File: src/rtl/core/mtm_pkg.sv
// Shared types, constants and helpers for the motor to transform matrix block.
// No dependencies; imported by mtm_mul_rnd and motor_to_transform_matrix.
package mtm_pkg;

	localparam int NUM_PROD = 21;
	localparam int NUM_OUT  = 12;
	localparam int COMP_W   = 32;
	localparam int PROD_W   = 2 * COMP_W;
	localparam int RND_W    = 34;
	localparam int SUM_W    = 35;
	localparam int ACC_W    = 38;
	localparam int FRAC_SH  = 30;

	typedef logic signed [COMP_W-1:0] comp_t;
	typedef logic signed [PROD_W-1:0] prod_t;
	typedef logic signed [RND_W-1:0]  rnd_t;
	typedef logic signed [SUM_W-1:0]  sum_t;
	typedef logic signed [ACC_W-1:0]  acc_t;

	localparam prod_t RND_HALF = prod_t'(64'sd1 <<< (FRAC_SH - 1));
	localparam acc_t  Q30_ONE  = acc_t'(38'sd1 <<< FRAC_SH);
	localparam acc_t  SAT_MAX  = acc_t'(38'sd2147483647);
	localparam acc_t  SAT_MIN  = acc_t'(-38'sd2147483648);

	// Load enables for the two multiplier stages
	typedef struct packed {
		logic s1;
		logic s2;
	} stage_en_t;

	function automatic comp_t sat32(input acc_t v);
		comp_t r;
		if (v > SAT_MAX) begin
			r = comp_t'(SAT_MAX);
		end else if (v < SAT_MIN) begin
			r = comp_t'(SAT_MIN);
		end else begin
			r = v[COMP_W-1:0];
		end
		return r;
	endfunction

endpackage

File: src/rtl/core/mtm_mul_rnd.sv
// Two-stage signed 32x32 multiplier with round-half-up by 30 fraction bits.
// Depends on mtm_pkg.
module mtm_mul_rnd (
	input  logic              clk,
	input  mtm_pkg::stage_en_t en,
	input  mtm_pkg::comp_t    a,
	input  mtm_pkg::comp_t    b,
	output mtm_pkg::rnd_t     q
);
	import mtm_pkg::*;

	prod_t prod_s1;
	prod_t biased;

	always_ff @(posedge clk) begin
		if (en.s1) begin
			prod_s1 <= a * b;
		end
	end

	assign biased = prod_s1 + RND_HALF;

	// drop 30 fraction bits; the rounded value always fits 34 bits
	always_ff @(posedge clk) begin
		if (en.s2) begin
			q <= biased[PROD_W-1:FRAC_SH];
		end
	end

endmodule

File: config.mk
export PLATFORM = sky130hd
export DESIGN_NAME = mtm_mul_rnd
export DESIGN_NICKNAME = d
export VERILOG_FILES = /design/src/rtl/core/mtm_pkg.sv /design/src/rtl/core/mtm_mul_rnd.sv
export SDC_FILE = /design/constraint.sdc
export NUM_CORES = 2
export LEC_CHECK = 0
export BUFFER_PORTS_ARGS = -buffer_cell sky130_fd_sc_hd__buf_2
export CAP_MARGIN = 30
export CORE_MARGIN = 1.5
export CORE_UTILIZATION = 55
export DETAILED_ROUTE_END_ITERATION = 16
export PLACE_DENSITY = 0.71
export SLEW_MARGIN = 40
export SYNTH_ARGS = -nofsm -noshare
export SYNTH_HDL_FRONTEND = slang
export SYNTH_SLANG_ARGS = --single-unit
File: constraint.sdc
create_clock -name clk -period 25.3 [get_ports clk]
set_input_delay 3.795 -clock clk [delete_from_list [all_inputs] [get_ports clk]]
set_output_delay 3.795 -clock clk [all_outputs]
set_load 0.02 [all_outputs]
==> flow_summary.ini <==
[min_path]
hp-class = reg -> reg
hold_start = prod_s1[45]

[route]
routedWlPerCell_um = 21.2
dr.pass1.iters = 8
drc = 0
avgViaCountPerCell = 5.57
drtIter0Drc = 1650
ant_nets = 0
routed_wl_mm = 99.6
dr_total_vias = 26200

[sta]
relSlewSlack = 0.411
rsz0062_at_grt = false
clock_skew_ns = 0.00912
hold_violations = 0
fin_crit_sh = 0.469
fmax_ghz = 0.0843
period_minus_slack_ns = 11.86
slew_viol_final = 0
tns_ns = 0
finalSetupViolCount = 0
worstMarginPinSlew_ns = 0.884

[critical_path]
cp-end-kind = register
cp_slowest_cell = fa_1
path_cells = buf_2 -> nand2_1 -> inv_1 -> fa_1 -> fa_1 -> fa_1 -> fa_1 -> inv_1 -> fa_1 -> inv_1 -> fa_1 -> inv_1 -> fa_1 -> fa_1 -> inv_1 -> ha_1 -> a21o_1 -> a21o_1 -> or4_1 -> a31oi_1 -> o22ai_1 -> a21oi_1 -> o21ai_1 -> xnor2_1
cp-start-kind = primary input
cp.required_ns = 25.37
crit_path_frequent_cell = fa_1
cp_top_family = adder cells
max_stage_delay_ns = 0.96
path_buf_inv = 6
path_class = in -> reg
worstPathArrival_ns = 11.93
r2r_start = prod_s1[31]
crit_fanout = 32
crit_start = a[31]

[clocking]
clockBufferDepth = 2
post_cts_buffers = 0
path_clk_slew_ns = 0.06
postCtsResizedCells = 0
ctsHoldBuffers = 0
cts_tree = built
cts_inserted_buffers = 9
clockRootBuffer = clkbuf_16
insertion_delay_ns = 0.33
h-tree-depth = 3
cts.sinks = 69

[synth]
synth_edf_count = 69
synth_cells = 3882
synth-warning-count = 0
ys_async_sr_fraction = 0
syn_area_sq_mm = 0.0380
yosysMostFrequentCell = fa_1
ys_types = 59
yosys-top-cells-count = fa_1 (1081), inv_1 (953), nand2_1 (512), and2_1 (511), clkbuf_1 (200)
seq_area_frac_synth = 0.0546
synth_flop_cell = edfxtp_1
yosysTopAreaCellShare = 0.570
yosysTopAreaCell = fa_1
synth_area_leaders = fa_1 (57%), inv_1 (9.4%), and2_1 (8.4%)
synth_nets = 5211
synth-seq-cells = 69
synth.avg_cell_area_sq_um = 9.78

[global_routing]
grt_max_degree = 36
grt.busiest_layer = met2
grt_pass1_wl_mm = 161
gr-usage-met3 = 0.0291
grt_overflow = 0
use_met2 = 0.542
grt_util_met1 = 0.353
grt_pass1_vias = 29800
grt_util_all_layers = 0.301
antenna_found_initial = 4

[floorplan]
rows = 96
io_pins = 101
die-height_um = 266
placeableCoreArea_sq_mm = 0.0685
start_util = 0.555
dieArea_sq_mm = 0.0706
die_w_um = 266

[run]
drv_cap = 0

[finish]
diodes = 0
drive_above_1_share = 0.0409
area_growth_pct = 3.62
fillCellCount = 5917
postLayoutCellArea_sq_mm = 0.0394
fin_nets = 5142
utilization = 0.575

[placement]
io_buffers = 100
gp_congestion = 0.914
post-dp-hpwl_mm = 77.2
place_area_sq_mm = 0.0390

[outcome]
status = completed
-- logic make-up after synthesis --
group | Yosys count | synth area share
XOR/XNOR | 84 | 0.0194
AND/OR/NAND/NOR | 1157 | 0.154
flip-flops | 69 | 0.0546
adder cells (fa/ha/maj) | 1262 | 0.629
AO/OA/AOI/OAI | 154 | 0.0287
buffers and inverters | 1156 | 0.114
-- routing by layer --
layer / up-vias / part of all wire
li1: 11000 / -
met1: 13800 / 0.36
met2: 1047 / 0.51
met3: 364 / 0.055
met4: 2 / 0.070
met5: - / 0.00013
-- path summary, 6_finish.rpt --
check,cells after the start,endpoint,slack [ns]
max,24,prod_s1[57],13.44
min reg2reg,1,q[15],0.58
max reg2reg,9,q[26],22.76
min,1,q[15],0.58
-- registers in the layout, indices dropped and copies added (netlist names) --
signal and flops:
prod_s1 35, q 34
-- layout make-up --
class                           instances  area (sq um)  area share
Multi-Input combinational cell       2657         31600       0.802
Inverter                              953          3580      0.0909
Sequential cell                        69          2070      0.0527
Tap cell                              882          1100      0.0280
Timing Repair Buffer                  123           711      0.0181
Clock buffer                            9           225     0.00572
Clock inverter                          7          98.8     0.00251
-- per-stage QoR --
step	std cells	setup WS, ns	hold WS [ns]
after CTS	4700	13.51	0.588
final	4700	13.44	0.576
after detailed placement	4684	13.16	0.570
after floorplan	3882	14.07	0.527
after global routing	4700	13.09	0.592
after global placement	4683	13.31	0.573
-- cell usage in the layout, fill, tap and decap left out, drive strengths merged, types with 3 or more instances in the layout --
cell type and instances:
o21bai 3, o211ai 5, nand4 23, edfxtp 69, inv 954, o21a 4
and3 9, fa 1081, clkbuf 9, xor2 23, nor3 5, o21ai 24
nor2 44, nor2b 3, nand2 512, nand2b 8, buf 123, nand3 29
xnor2 61, and2 511, clkinvlp 4, a211oi 8, a31oi 4, ha 181
a21oi 43, and4 6, a21o 39
Power is left out: the tool's default activity adds up to more than one toggle a clock period on the data nets, which glitch-free logic cannot reach.
